File: config.mk
export PLATFORM = sky130hd
export DESIGN_NAME = packet_header_event_classifier
export DESIGN_NICKNAME = d
export VERILOG_FILES = /design/src/rtl/phec_pkg.sv /design/src/rtl/phec_apb_regs.sv /design/src/rtl/phec_hdr_parser.sv /design/src/rtl/packet_header_event_classifier.sv
export SDC_FILE = /design/constraint.sdc
export NUM_CORES = 1
export LEC_CHECK = 0
export BUFFER_PORTS_ARGS = -buffer_cell sky130_fd_sc_hd__buf_2
export CAP_MARGIN = 10
export CORE_MARGIN = 2
export CORE_UTILIZATION = 55
export CTS_CLUSTER_DIAMETER = 200
export DETAILED_ROUTE_END_ITERATION = 7
export GPL_ROUTABILITY_DRIVEN = 0
export PLACE_DENSITY = 0.73
export SLEW_MARGIN = 15
export SYNTH_ARGS = -nofsm -noshare
export SYNTH_HDL_FRONTEND = slang
export SYNTH_HIERARCHICAL = 1
export SYNTH_SLANG_ARGS = --single-unit
File: constraint.sdc
create_clock -name i_clk -period 21.2 [get_ports i_clk]
set_clock_uncertainty 0.05 [all_clocks]
set_input_delay 2.12 -clock i_clk [delete_from_list [all_inputs] [get_ports i_clk]]
set_output_delay 2.12 -clock i_clk [all_outputs]
set_load 0.02 [all_outputs]
File: src/rtl/phec_pkg.sv
package phec_pkg;

    // Width of the byte offset counter inside a packet. The counter saturates at its
    // maximum, which lies beyond every header position that is parsed.
    localparam int COUNT_WIDTH = 8;
    localparam logic [COUNT_WIDTH-1:0] OFFSET_MAX = {COUNT_WIDTH{1'b1}};

    // Header positions, counted from the start of the packet or the start of a header.
    localparam logic [COUNT_WIDTH-1:0] ETH_TYPE_HI     = COUNT_WIDTH'(12);
    localparam logic [COUNT_WIDTH-1:0] ETH_TYPE_LO     = COUNT_WIDTH'(13);
    localparam logic [COUNT_WIDTH-1:0] ETH_NET_START   = COUNT_WIDTH'(14);
    localparam logic [COUNT_WIDTH-1:0] SLL_TYPE_HI     = COUNT_WIDTH'(14);
    localparam logic [COUNT_WIDTH-1:0] SLL_TYPE_LO     = COUNT_WIDTH'(15);
    localparam logic [COUNT_WIDTH-1:0] SLL_NET_START   = COUNT_WIDTH'(16);
    localparam logic [COUNT_WIDTH-1:0] RAW_NET_START   = COUNT_WIDTH'(0);
    localparam logic [COUNT_WIDTH-1:0] V4_PROTO_POS    = COUNT_WIDTH'(9);
    localparam logic [COUNT_WIDTH-1:0] V4_SRC_FIRST    = COUNT_WIDTH'(12);
    localparam logic [COUNT_WIDTH-1:0] V4_SRC_LAST     = COUNT_WIDTH'(15);
    localparam logic [COUNT_WIDTH-1:0] V4_DST_FIRST    = COUNT_WIDTH'(16);
    localparam logic [COUNT_WIDTH-1:0] V4_DST_LAST     = COUNT_WIDTH'(19);
    localparam logic [COUNT_WIDTH-1:0] V6_NEXT_HDR_POS = COUNT_WIDTH'(6);
    localparam logic [COUNT_WIDTH-1:0] V6_SRC_FIRST    = COUNT_WIDTH'(8);
    localparam logic [COUNT_WIDTH-1:0] V6_SRC_SPLIT    = COUNT_WIDTH'(16);
    localparam logic [COUNT_WIDTH-1:0] V6_SRC_LAST     = COUNT_WIDTH'(23);
    localparam logic [COUNT_WIDTH-1:0] V6_DST_FIRST    = COUNT_WIDTH'(24);
    localparam logic [COUNT_WIDTH-1:0] V6_DST_SPLIT    = COUNT_WIDTH'(32);
    localparam logic [COUNT_WIDTH-1:0] V6_DST_LAST     = COUNT_WIDTH'(39);
    localparam logic [COUNT_WIDTH-1:0] V6_HDR_LEN      = COUNT_WIDTH'(40);
    localparam logic [COUNT_WIDTH-1:0] L4_PORT0_LAST   = COUNT_WIDTH'(1);
    localparam logic [COUNT_WIDTH-1:0] L4_PORT1_LAST   = COUNT_WIDTH'(3);
    localparam logic [COUNT_WIDTH-1:0] TCP_FLAGS_POS   = COUNT_WIDTH'(13);
    localparam logic [COUNT_WIDTH:0]   TCP_HDR_LEN     = (COUNT_WIDTH+1)'(20);
    localparam logic [COUNT_WIDTH:0]   ICMP_HDR_LEN    = (COUNT_WIDTH+1)'(8);

    localparam logic [15:0] ETHERTYPE_IPV4 = 16'h0800;
    localparam logic [15:0] ETHERTYPE_IPV6 = 16'h86DD;
    localparam logic [3:0]  IP_VER_FIELD_4 = 4'd4;
    localparam logic [3:0]  IP_VER_FIELD_6 = 4'd6;
    localparam logic [3:0]  IHL_MIN        = 4'd5;
    localparam logic [7:0]  PROTO_ICMP     = 8'd1;
    localparam logic [7:0]  PROTO_TCP      = 8'd6;
    localparam logic [7:0]  ICMP_ECHO_REQ  = 8'd8;
    localparam logic [7:0]  ICMP_ECHO_REP  = 8'd0;
    localparam int          TCP_FLAG_SYN   = 1;
    localparam int          TCP_FLAG_ACK   = 4;
    localparam logic [2:0]  IP_VERSION_NONE = 3'd0;
    localparam logic [2:0]  IP_VERSION_4    = 3'd4;
    localparam logic [2:0]  IP_VERSION_6    = 3'd6;

    // Configuration register map.
    localparam int          APB_ADDR_WIDTH = 3;
    localparam logic        REG_LINK_KIND  = 1'b0;

    typedef enum logic [1:0] {
        LINK_ETH     = 2'd0,
        LINK_SLL     = 2'd1,
        LINK_RAW     = 2'd2,
        LINK_UNKNOWN = 2'd3
    } t_link_kind;

    typedef enum logic [1:0] {
        IP_NONE = 2'd0,
        IP_V4   = 2'd1,
        IP_V6   = 2'd2
    } t_ip_kind;

    typedef enum logic [1:0] {
        EVT_NONE       = 2'd0,
        EVT_TCP_SYN    = 2'd1,
        EVT_ECHO_REQ   = 2'd2,
        EVT_ECHO_REPLY = 2'd3
    } t_event_kind;

    typedef struct packed {
        t_event_kind event_kind;
        logic [2:0]  ip_version;
        logic [63:0] source_high;
        logic [63:0] source_low;
        logic [63:0] dest_high;
        logic [63:0] dest_low;
        logic [15:0] source_port;
        logic [15:0] dest_port;
    } t_result;

endpackage

File: src/rtl/phec_apb_regs.sv
module phec_apb_regs (
    input  logic                                i_clk,
    input  logic                                i_rst_n,
    input  logic                                psel,
    input  logic                                penable,
    input  logic                                pwrite,
    input  logic [phec_pkg::APB_ADDR_WIDTH-1:0] paddr,
    input  logic [31:0]                         pwdata,
    output logic [31:0]                         prdata,
    output logic                                pready,
    output phec_pkg::t_link_kind                o_link_kind
);
    import phec_pkg::*;

    t_link_kind r_link_kind;
    logic       wr_link;

    // The register index is the word address; the byte lanes below it are ignored.
    assign wr_link = psel && penable && pwrite && (paddr[APB_ADDR_WIDTH-1] == REG_LINK_KIND);

    always_ff @(posedge i_clk) begin
        if (!i_rst_n) begin
            r_link_kind <= LINK_ETH;
        end else if (wr_link) begin
            r_link_kind <= t_link_kind'(pwdata[1:0]);
        end
    end

    always_comb begin
        prdata = 32'd0;
        if (paddr[APB_ADDR_WIDTH-1] == REG_LINK_KIND) begin
            prdata = {30'd0, r_link_kind};
        end
    end

    assign pready      = 1'b1;
    assign o_link_kind = r_link_kind;

endmodule

File: src/rtl/phec_hdr_parser.sv
module phec_hdr_parser (
    input  logic                 i_clk,
    input  logic                 i_rst_n,
    input  logic                 i_step,
    input  logic [7:0]           i_data_byte,
    input  logic                 i_last_byte,
    input  phec_pkg::t_link_kind i_link_kind,
    output phec_pkg::t_result    o_result
);
    import phec_pkg::*;

    logic [COUNT_WIDTH-1:0] r_offset, n_offset;
    logic [COUNT_WIDTH-1:0] r_net_start, n_net_start;
    logic [COUNT_WIDTH-1:0] r_trans_start, n_trans_start;
    logic [15:0]            r_ethertype, n_ethertype;
    t_ip_kind               r_ip_kind, n_ip_kind;
    logic [7:0]             r_proto, n_proto;
    logic [63:0]            r_src_hi, n_src_hi;
    logic [63:0]            r_src_lo, n_src_lo;
    logic [63:0]            r_dst_hi, n_dst_hi;
    logic [63:0]            r_dst_lo, n_dst_lo;
    logic [15:0]            r_port0, n_port0;
    logic [15:0]            r_port1, n_port1;
    logic [7:0]             r_tcp_flags, n_tcp_flags;
    logic [7:0]             r_icmp_type, n_icmp_type;
    logic                   r_trans_ok, n_trans_ok;

    logic [COUNT_WIDTH-1:0] pos;
    logic [COUNT_WIDTH-1:0] rel;
    logic [COUNT_WIDTH-1:0] trel;
    logic                   type_done;
    logic [COUNT_WIDTH-1:0] type_start;
    logic [COUNT_WIDTH:0]   total;
    t_event_kind            evt;

    always_comb begin
        n_net_start   = r_net_start;
        n_trans_start = r_trans_start;
        n_ethertype   = r_ethertype;
        n_ip_kind     = r_ip_kind;
        n_proto       = r_proto;
        n_src_hi      = r_src_hi;
        n_src_lo      = r_src_lo;
        n_dst_hi      = r_dst_hi;
        n_dst_lo      = r_dst_lo;
        n_port0       = r_port0;
        n_port1       = r_port1;
        n_tcp_flags   = r_tcp_flags;
        n_icmp_type   = r_icmp_type;
        n_trans_ok    = r_trans_ok;
        pos           = r_offset;
        rel           = '0;
        trel          = '0;
        type_done     = 1'b0;
        type_start    = '0;

        // Link layer: find the network protocol until it is known.
        if (r_ip_kind == IP_NONE) begin
            case (i_link_kind)
                LINK_ETH: begin
                    if (pos == ETH_TYPE_HI || pos == ETH_TYPE_LO) begin
                        n_ethertype = {r_ethertype[7:0], i_data_byte};
                        type_done   = (pos == ETH_TYPE_LO);
                        type_start  = ETH_NET_START;
                    end
                end
                LINK_SLL: begin
                    if (pos == SLL_TYPE_HI || pos == SLL_TYPE_LO) begin
                        n_ethertype = {r_ethertype[7:0], i_data_byte};
                        type_done   = (pos == SLL_TYPE_LO);
                        type_start  = SLL_NET_START;
                    end
                end
                LINK_RAW: begin
                    if (pos == RAW_NET_START) begin
                        if (i_data_byte[7:4] == IP_VER_FIELD_4) begin
                            n_ip_kind   = IP_V4;
                            n_net_start = RAW_NET_START;
                        end else if (i_data_byte[7:4] == IP_VER_FIELD_6) begin
                            n_ip_kind     = IP_V6;
                            n_net_start   = RAW_NET_START;
                            n_trans_start = RAW_NET_START + V6_HDR_LEN;
                            n_trans_ok    = 1'b1;
                        end
                    end
                end
                default: begin
                end
            endcase
            if (type_done) begin
                if (n_ethertype == ETHERTYPE_IPV4) begin
                    n_ip_kind   = IP_V4;
                    n_net_start = type_start;
                end else if (n_ethertype == ETHERTYPE_IPV6) begin
                    n_ip_kind     = IP_V6;
                    n_net_start   = type_start;
                    n_trans_start = type_start + V6_HDR_LEN;
                    n_trans_ok    = 1'b1;
                end
            end
        end

        // Network layer. Raw IP decides the version on the same byte that carries the IHL.
        if (n_ip_kind != IP_NONE && pos >= n_net_start) begin
            rel = pos - n_net_start;
            if (n_ip_kind == IP_V4) begin
                if (rel == '0) begin
                    if (i_data_byte[3:0] >= IHL_MIN) begin
                        n_trans_start = n_net_start + COUNT_WIDTH'({i_data_byte[3:0], 2'b00});
                        n_trans_ok    = 1'b1;
                    end
                end else if (rel == V4_PROTO_POS) begin
                    n_proto = i_data_byte;
                end else if (rel >= V4_SRC_FIRST && rel <= V4_SRC_LAST) begin
                    n_src_lo = {32'd0, n_src_lo[23:0], i_data_byte};
                end else if (rel >= V4_DST_FIRST && rel <= V4_DST_LAST) begin
                    n_dst_lo = {32'd0, n_dst_lo[23:0], i_data_byte};
                end
            end else begin
                if (rel == V6_NEXT_HDR_POS) begin
                    n_proto = i_data_byte;
                end else if (rel >= V6_SRC_FIRST && rel <= V6_SRC_LAST) begin
                    if (rel >= V6_SRC_SPLIT) begin
                        n_src_lo = {n_src_lo[55:0], i_data_byte};
                    end else begin
                        n_src_hi = {n_src_hi[55:0], i_data_byte};
                    end
                end else if (rel >= V6_DST_FIRST && rel <= V6_DST_LAST) begin
                    if (rel >= V6_DST_SPLIT) begin
                        n_dst_lo = {n_dst_lo[55:0], i_data_byte};
                    end else begin
                        n_dst_hi = {n_dst_hi[55:0], i_data_byte};
                    end
                end
            end
        end

        // Transport layer: ICMP type, port pair and TCP flags.
        if (n_trans_ok && pos >= n_trans_start) begin
            trel = pos - n_trans_start;
            if (trel == '0) begin
                n_icmp_type = i_data_byte;
            end
            if (trel <= L4_PORT0_LAST) begin
                n_port0 = {n_port0[7:0], i_data_byte};
            end else if (trel <= L4_PORT1_LAST) begin
                n_port1 = {n_port1[7:0], i_data_byte};
            end else if (trel == TCP_FLAGS_POS) begin
                n_tcp_flags = i_data_byte;
            end
        end

        n_offset = (r_offset != OFFSET_MAX) ? r_offset + 1'b1 : r_offset;
    end

    // Classification on the final byte, using the fields as updated by that byte.
    always_comb begin
        total = {1'b0, pos} + 1'b1;
        evt   = EVT_NONE;
        if (n_trans_ok) begin
            if (n_proto == PROTO_TCP && total >= {1'b0, n_trans_start} + TCP_HDR_LEN) begin
                if (n_tcp_flags[TCP_FLAG_SYN] && !n_tcp_flags[TCP_FLAG_ACK]) begin
                    evt = EVT_TCP_SYN;
                end
            end else if (n_proto == PROTO_ICMP &&
                         total >= {1'b0, n_trans_start} + ICMP_HDR_LEN) begin
                if (n_icmp_type == ICMP_ECHO_REQ) begin
                    evt = EVT_ECHO_REQ;
                end else if (n_icmp_type == ICMP_ECHO_REP) begin
                    evt = EVT_ECHO_REPLY;
                end
            end
        end

        o_result = '0;
        if (evt != EVT_NONE) begin
            o_result.event_kind  = evt;
            o_result.ip_version  = (n_ip_kind == IP_V4) ? IP_VERSION_4 : IP_VERSION_6;
            o_result.source_high = n_src_hi;
            o_result.source_low  = n_src_lo;
            o_result.dest_high   = n_dst_hi;
            o_result.dest_low    = n_dst_lo;
            if (evt == EVT_TCP_SYN) begin
                o_result.source_port = n_port0;
                o_result.dest_port   = n_port1;
            end
        end
    end

    always_ff @(posedge i_clk) begin
        if (!i_rst_n || (i_step && i_last_byte)) begin
            r_offset      <= '0;
            r_net_start   <= '0;
            r_trans_start <= '0;
            r_ethertype   <= '0;
            r_ip_kind     <= IP_NONE;
            r_proto       <= '0;
            r_src_hi      <= '0;
            r_src_lo      <= '0;
            r_dst_hi      <= '0;
            r_dst_lo      <= '0;
            r_port0       <= '0;
            r_port1       <= '0;
            r_tcp_flags   <= '0;
            r_icmp_type   <= '0;
            r_trans_ok    <= 1'b0;
        end else if (i_step) begin
            r_offset      <= n_offset;
            r_net_start   <= n_net_start;
            r_trans_start <= n_trans_start;
            r_ethertype   <= n_ethertype;
            r_ip_kind     <= n_ip_kind;
            r_proto       <= n_proto;
            r_src_hi      <= n_src_hi;
            r_src_lo      <= n_src_lo;
            r_dst_hi      <= n_dst_hi;
            r_dst_lo      <= n_dst_lo;
            r_port0       <= n_port0;
            r_port1       <= n_port1;
            r_tcp_flags   <= n_tcp_flags;
            r_icmp_type   <= n_icmp_type;
            r_trans_ok    <= n_trans_ok;
        end
    end

endmodule

File: src/rtl/packet_header_event_classifier.sv
// Packet header event classifier. Packet bytes enter one per beat on the input channel,
// with i_last_byte marking the final byte of each packet. The link_kind register (APB
// address 0) selects the framing: Ethernet, Linux cooked capture, raw IP, or an unknown
// kind that never classifies. Exactly one result beat leaves for every last byte and none
// for any other byte: it reports a TCP SYN without ACK, an ICMP echo request or an ICMP
// echo reply over IPv4 or IPv6 (where ICMP is recognized by next header 1), together
// with the addresses and, for TCP, the ports. When there is no event every output field
// is zero, which includes packets whose headers are cut short, IPv4 headers with an IHL
// below five and unknown framing. The block takes one byte per clock cycle, but a last
// byte stays in the input register while the result register is full and not taken.
// One input register holds the byte, the parser updates its header state from it,
// and the result register holds the event until the consumer takes it. A new byte is
// accepted while a result waits, unless the byte in the input register is the last of a
// packet. The link kind should be written only while no packet is in flight.
module packet_header_event_classifier (
    input  logic                                i_clk,
    input  logic                                i_rst_n,
    input  logic                                psel,
    input  logic                                penable,
    input  logic                                pwrite,
    input  logic [phec_pkg::APB_ADDR_WIDTH-1:0] paddr,
    input  logic [31:0]                         pwdata,
    output logic [31:0]                         prdata,
    output logic                                pready,
    input  logic                                i_in_valid,
    output logic                                o_in_ready,
    input  logic [7:0]                          i_data_byte,
    input  logic                                i_last_byte,
    output logic                                o_out_valid,
    input  logic                                i_out_ready,
    output logic [1:0]                          o_event_kind,
    output logic [2:0]                          o_ip_version,
    output logic [63:0]                         o_source_high,
    output logic [63:0]                         o_source_low,
    output logic [63:0]                         o_dest_high,
    output logic [63:0]                         o_dest_low,
    output logic [15:0]                         o_source_port,
    output logic [15:0]                         o_dest_port
);
    import phec_pkg::*;

    t_link_kind link_kind;
    t_result    parse_result;

    // Input register: one byte beat waiting for the parser.
    logic       r_in_valid;
    logic [7:0] r_in_data;
    logic       r_in_last;

    // Result register.
    logic       r_out_valid;
    t_result    r_out;

    logic       out_free;
    logic       step;
    logic       in_take;

    // A byte that is not last leaves the input register at once. A last byte needs
    // room in the result register, which frees up in the same cycle it is taken.
    assign out_free   = !r_out_valid || i_out_ready;
    assign step       = r_in_valid && (!r_in_last || out_free);
    assign o_in_ready = !r_in_valid || step;
    assign in_take    = i_in_valid && o_in_ready;

    phec_apb_regs u_regs (
        .i_clk       (i_clk),
        .i_rst_n     (i_rst_n),
        .psel        (psel),
        .penable     (penable),
        .pwrite      (pwrite),
        .paddr       (paddr),
        .pwdata      (pwdata),
        .prdata      (prdata),
        .pready      (pready),
        .o_link_kind (link_kind)
    );

    phec_hdr_parser u_parser (
        .i_clk       (i_clk),
        .i_rst_n     (i_rst_n),
        .i_step      (step),
        .i_data_byte (r_in_data),
        .i_last_byte (r_in_last),
        .i_link_kind (link_kind),
        .o_result    (parse_result)
    );

    always_ff @(posedge i_clk) begin
        if (!i_rst_n) begin
            r_in_valid <= 1'b0;
        end else if (in_take) begin
            r_in_valid <= 1'b1;
        end else if (step) begin
            r_in_valid <= 1'b0;
        end
    end

    always_ff @(posedge i_clk) begin
        if (in_take) begin
            r_in_data <= i_data_byte;
            r_in_last <= i_last_byte;
        end
    end

    always_ff @(posedge i_clk) begin
        if (!i_rst_n) begin
            r_out_valid <= 1'b0;
        end else if (step && r_in_last) begin
            r_out_valid <= 1'b1;
        end else if (i_out_ready) begin
            r_out_valid <= 1'b0;
        end
    end

    always_ff @(posedge i_clk) begin
        if (step && r_in_last) begin
            r_out <= parse_result;
        end
    end

    assign o_out_valid   = r_out_valid;
    assign o_event_kind  = r_out.event_kind;
    assign o_ip_version  = r_out.ip_version;
    assign o_source_high = r_out.source_high;
    assign o_source_low  = r_out.source_low;
    assign o_dest_high   = r_out.dest_high;
    assign o_dest_low    = r_out.dest_low;
    assign o_source_port = r_out.source_port;
    assign o_dest_port   = r_out.dest_port;

endmodule

# == Yosys cells after proc, flatten, opt, wreduce, memory -nomap -nowiden ==
# Cells that the tools add are included.
# op_classes
n_shift,0
muxes,109
n_eq_ne,19
n_div,0
addsub,8
order_cmp,16
reduce_logical,40
n_bitwise,3
n_mul,0
# op_table
op,count
64-bit 2-to-1 mux,29
8-bit 2-to-1 mux,28
16-bit 2-to-1 mux,8
8-bit by 4-bit == test with 1-bit output (second input constant),7
8-bit logical NOT,4
16-bit case mux with 2 select lines,1
2-bit 2-to-1 mux,15
5-bit 2-to-1 mux,5
1-bit 2-to-1 mux,20
9-bit >= comparator,2
16-bit by 12-bit == test with 1-bit output (second input constant),1
16-bit == test (second input constant),1
8-bit by 3-bit == test with 1-bit output (second input constant),2
8-bit by 4-bit >= comparator with 1-bit output (second input constant),2
8-bit by 5-bit >= comparator with 1-bit output (second input constant),2
8-bit >= comparator,2
8-bit by 5-bit less-or-equal comparator with 1-bit output (second input constant),2
8-bit case mux with 2 select lines,1
8-bit subtractor,2
1-bit logical AND,15
8-bit by 1-bit adder with 9-bit output (second input constant),1
8-bit by 4-bit adder with 9-bit output (second input constant),1
8-bit by 5-bit adder with 9-bit output (second input constant),1
8-bit by 1-bit adder with 8-bit output (second input constant),1
22 further kinds,42
# totals
output_inout_bits,328
rom_bits,0
regBits,658
mem_count,0
inputBits,51
elab_cells,224
latchBits,0
ramBits,0

# == Longest topological paths before layout ==
# depth
depth_word,28
mapped_depth,37
mapped_depth_nobuf,34

# == Hierarchy ==
# Netlist, hierarchy kept.
# by_module_without_submodules
mod,instances,cells_per_inst,area_per_inst_um2,seq_area_each_um2
phec_hdr_parser,1,2621,19890.3,6986.7
packet_header_event_classifier,1,314,9186.3,9108.7
phec_apb_regs,1,44,346.6,40.0

# == Worst setup path after synthesis ==
# OpenSTA, ideal clock, no wires.
# synth_timing
path_kind,in2reg
start,in i_out_ready
end,"reg r_out (netlist bit o_dest_high[0]), enable pin"
path_stages,2
path_slack_ps,5792
arrival_ps,14406
required_ps,20198
cell_sequence,and2b_1 > nor2_1
# synth_between
elab_chain_cells,4
# synth_lines
element,line,rtl
"start, declared",packet_header_event_classifier.sv:30,"input logic i_out_ready,"
1-bit logical OR,packet_header_event_classifier.sv:60,assign out_free = !r_out_valid || i_out_ready;
1-bit logical OR,packet_header_event_classifier.sv:61,assign step = r_in_valid && (!r_in_last || out_free);
1-bit logical AND,packet_header_event_classifier.sv:61,
1-bit logical AND,packet_header_event_classifier.sv:116,if (step && r_in_last) begin
"end signal, assigned",packet_header_event_classifier.sv:117,r_out <= parse_result;
"end, declared",packet_header_event_classifier.sv:52,t_result r_out;
# No other way between the ends.
# A chain may end at the register's enable or synchronous reset.

# == Worst setup path in the final report ==
# layout_timing
start,reg u_parser.r_offset[1] (netlist: u_parser/pos[1])
end,"reg r_out (netlist bit o_dest_high[38]), data pin"
# layout_between
elab_chain_cells,27
# layout_lines
element,line,rtl
"start, declared",phec_hdr_parser.sv:12,"logic [COUNT_WIDTH-1:0] r_offset, n_offset;"
"start signal, assigned",phec_hdr_parser.sv:208,r_offset <= n_offset;
8-bit by 4-bit == test with 1-bit output (on tied branches),-,
1-bit logical OR (on tied branches),"phec_hdr_parser.sv:68, phec_hdr_parser.sv:61",
16-bit 2-to-1 mux (on tied branches),"phec_hdr_parser.sv:68, phec_hdr_parser.sv:61",
16-bit case mux with 2 select lines,phec_hdr_parser.sv:59,case (i_link_kind)
16-bit 2-to-1 mux,phec_hdr_parser.sv:58,if (r_ip_kind == IP_NONE) begin
16-bit == test,phec_hdr_parser.sv:94,end else if (n_ethertype == ETHERTYPE_IPV6) begin
8-bit 2-to-1 mux,phec_hdr_parser.sv:94,
8-bit 2-to-1 mux,phec_hdr_parser.sv:91,if (n_ethertype == ETHERTYPE_IPV4) begin
[... 2 more ...],-,
via u_parser.n_net_start[0],phec_hdr_parser.sv:13,"logic [COUNT_WIDTH-1:0] r_net_start, n_net_start;"
[... 2 more ...],-,
8-bit 2-to-1 mux,phec_hdr_parser.sv:107,if (rel == '0) begin
8-bit 2-to-1 mux,phec_hdr_parser.sv:106,if (n_ip_kind == IP_V4) begin
8-bit 2-to-1 mux (*),phec_hdr_parser.sv:104,if (n_ip_kind != IP_NONE && pos >= n_net_start) begin
via u_parser.n_trans_start[0],phec_hdr_parser.sv:14,"logic [COUNT_WIDTH-1:0] r_trans_start, n_trans_start;"
branches (longest 9 deep; another with 8-bit subtractor),-,
2-bit 2-to-1 mux (*),phec_hdr_parser.sv:161,"if (n_proto == PROTO_TCP && total >= {1'b0, n_trans_start} + TCP_HDR_LEN) begin"
2-bit 2-to-1 mux (*),phec_hdr_parser.sv:160,if (n_trans_ok) begin
2-bit nonzero test (*),phec_hdr_parser.sv:176,if (evt != EVT_NONE) begin
# Mark *: on every way through the listed nets, which the timed path passes. The select of a mux whose other input is x is not followed.

==> results.yml <==
status:
  status: "completed"
clocking:
  clkTransAtPathRegs_ps: 60
  cts-resized-gates: 0
  cts_root_buf: "clkbuf_16"
  cts_buffer_depth: 3
  clock_latency_ps: 610
  cts_buffers: 67
  cts_tree: "built"
  post_cts_buffers: 0
  hold_buffers: 0
  ctsHtreeMaxLevel: 3
  clock-sinks: 655
yosys:
  synth_edf_count: 302
  synth.avg_cell_area_um2: 9.877
  synth_area_um2: 29420
  async_flop_share_pct: 0
  synth_warnings: 6
  synthCells: 2979
  synth_seq_cells: 655
  synthFlopType: "dfxtp_1"
  synth_cell_type_count: 90
  ys_seq_area_share_pct: 54.84
timing:
  drv_slew: 0
  tightest_slew_ps: 1246
  finalSetupViolCount: 0
  hold_violations: 0
  timing.final.crit_share_pct: 52.73
  rsz0062_at_grt: "false"
  clock.fmax_mhz: 89.46
  fin_tns_setup_ps: 0
  period_needed_ps: 11180
  maxSlewHeadroom_pct: 16.91
  setup_ws_ps: 10020
placement:
  hpwlAfterDp_mm: 46.59
  placedInstanceArea_um2: 31190
  dp_slack_ps: 10250
  io_buffers: 315
worst_setup_path:
  reg2reg_from: "u_parser/pos[1]$_SDFFE_PP0P_"
  crit_slowest_cell: "buf_4"
  end_kind: "flip-flop"
  reg2reg_slack_ps: 10020
  cp_max_fo: 99
  path_class: "reg2reg"
  arrival_ps: 11410
  reg2reg_to: "o_dest_high[38]$_DFFE_PP_"
  setup.worst_path.end: "o_dest_high[38]$_DFFE_PP_"
  reg2reg_depth: 30
  worst_setup_path_start_kind: "flip-flop"
  crit_required_ps: 21430
  cp_common_cell: "ha_1"
  max_stage_delay_ps: 890
  crit_start: "u_parser/pos[1]$_SDFFE_PP0P_"
layout:
  nets: 3261
  design_area_um2: 33390
  area_growth_pct: 13.47
  layout_common_cells: "nand2_1, dfxtp_1, a21oi_1, buf_2, edfxtp_1"
  final_common_cell: "nand2_1"
  post_route_cells_drive_above_1_share_pct: 15.78
  diodes: 0
route:
  ant_nets: 0
  first_pass_iters: 7
  drc: 0
  dr.first_iter.drc_count: 2171
  via_count: 23140
  via_per_inst: 5.922
  finalWirelength_mm: 75.29
  wl_per_cell_um: 19.26
die:
  dieArea_um2: 55360
  ioPinCount: 379
  num_rows: 84
  start_util_pct: 55.77
  die_h_um: 235.3
  die_w_um: 235.3
  core_um2: 52760
grt:
  grt_max_degree: 219
  grt-ovfl-total: 0
  track_usage_pct: 26.16
  grt_first_pass_wirelength_mm: 118.1
  grt_pass1_vias: 21470
  antenna_found_initial: 0
flow_run:
  timing.max_cap.violations: 0
pwr:
  p_leak_uw: 0.01277
  power_density_nw_per_um2: 78.28
  peakVddDrop_v: 0.00006039
  fin_total_pwr_uw: 2613
hold_path:
  hold_class: "reg2reg"
-- worst min path at each step --
stage | startpoint | end | slack (ps) | cells after the start
3_5_place_dp | u_parser/r_dst_hi[60]$_SDFFE_PP0P_ | u_parser/r_dst_hi[60]$_SDFFE_PP0P_ | 400 | 2
4_1_cts | u_parser/r_dst_hi[60]$_SDFFE_PP0P_ | u_parser/r_dst_hi[60]$_SDFFE_PP0P_ | 410 | 2
2_1_floorplan | u_parser/r_net_start[0]$_SDFFE_PP0P_ | u_parser/r_net_start[0]$_SDFFE_PP0P_ | 380 | 1
6_report | u_parser/r_dst_hi[60]$_SDFFE_PP0P_ | u_parser/r_dst_hi[60]$_SDFFE_PP0P_ | 410 | 2
5_1_grt | u_parser/r_dst_hi[61]$_SDFFE_PP0P_ | u_parser/r_dst_hi[61]$_SDFFE_PP0P_ | 410 | 2
3_3_place_gp | u_parser/r_dst_hi[58]$_SDFFE_PP0P_ | u_parser/r_dst_hi[58]$_SDFFE_PP0P_ | 390 | 2
-- per-stage QoR --
stage	cells	hold slack [ps]	util [%]
2_1_floorplan	3008	379.6	-
3_3_place_gp	3783	391.3	59.12
3_5_place_dp	3783	398.4	59.13
4_1_cts	3907	406.4	63.23
5_1_grt	3908	414.5	63.28
6_report	3908	405.4	63.28
-- registers in the layout, indices dropped and copies added (netlist names), 64 cells and up --
register / cells
o_dest_low: 64
u_parser/r_dst_lo: 64
u_parser/r_src_hi: 64
o_source_low: 64
o_source_high: 64
u_parser/r_src_lo: 64
u_parser/r_dst_hi: 64
o_dest_high: 64
-- worst max-delay path: cells and delay by family (launching register included) --
family                     cells  cell delay (ps)
AOI/OAI and AO/OA             13             4020
muxes                          1              390
and+or+nand+nor                6             1800
DFF                            1              760
adders and majority gates      5             1730
buffers and inverters          5             2010
-- logic make-up (layout without fill, tap and decap cells) --
family	after synthesis	count (layout)	synth area share (%)
adder cells (fa/ha/maj)	47	47	2.033
flip-flops	655	655	54.84
AO/OA/AOI/OAI	522	522	10.30
other	3	32	0.03827
buffers and inverters	296	508	4.461
XOR/XNOR	21	21	0.6251
AND/OR/NAND/NOR	1144	1144	17.78
multiplexers	291	291	9.925
-- where the power goes --
group          internal [uW]  switching, uW  leakage [uW]  total [uW]
Clock                    674            496       0.00107        1170
Sequential              1330           5.38       0.00601        1330
Combinational           28.9           83.7       0.00570         113
-- synthesized netlist by cell type (40+ instances only) --
| library cell | instances | area, um^2 |
|---|---|---|
| a211oi_1 | 40 | 300.3 |
| a21oi_1 | 331 | 1657 |
| buf_4 | 47 | 352.8 |
| clkbuf_1 | 193 | 724.4 |
| dfxtp_1 | 353 | 7067 |
| edfxtp_1 | 302 | 9069 |
| ha_1 | 43 | 538.0 |
| mux2i_1 | 285 | 2853 |
| nand2_1 | 510 | 1914 |
| nor2_1 | 219 | 822.0 |
| nor3_1 | 218 | 1091 |
| nor4_1 | 81 | 506.7 |
| o21ai_0 | 58 | 290.3 |
-- per-layer routing --
| layer | up-vias | GRT usage [%] | part of all wire [%] |
|---|---|---|---|
| li1 | 10910 | - | - |
| met1 | 11190 | 35.67 | 43 |
| met2 | 901 | 43.04 | 48 |
| met3 | 142 | 3.940 | 6.5 |
| met4 | 0 | 8.608 | 2.7 |
| met5 | - | 0 | 0 |
-- final cells by class --
type	instances	area, um^2
fillers	4196	19370
flip-flops and latches	655	16140
multi-input cells	2057	12210
repair buffers	357	1917
clock buffers	91	1871
well taps	688	860.8
clock inverters	33	296.5
inverters	27	101.3
Power figures use the tool's default switching activity.
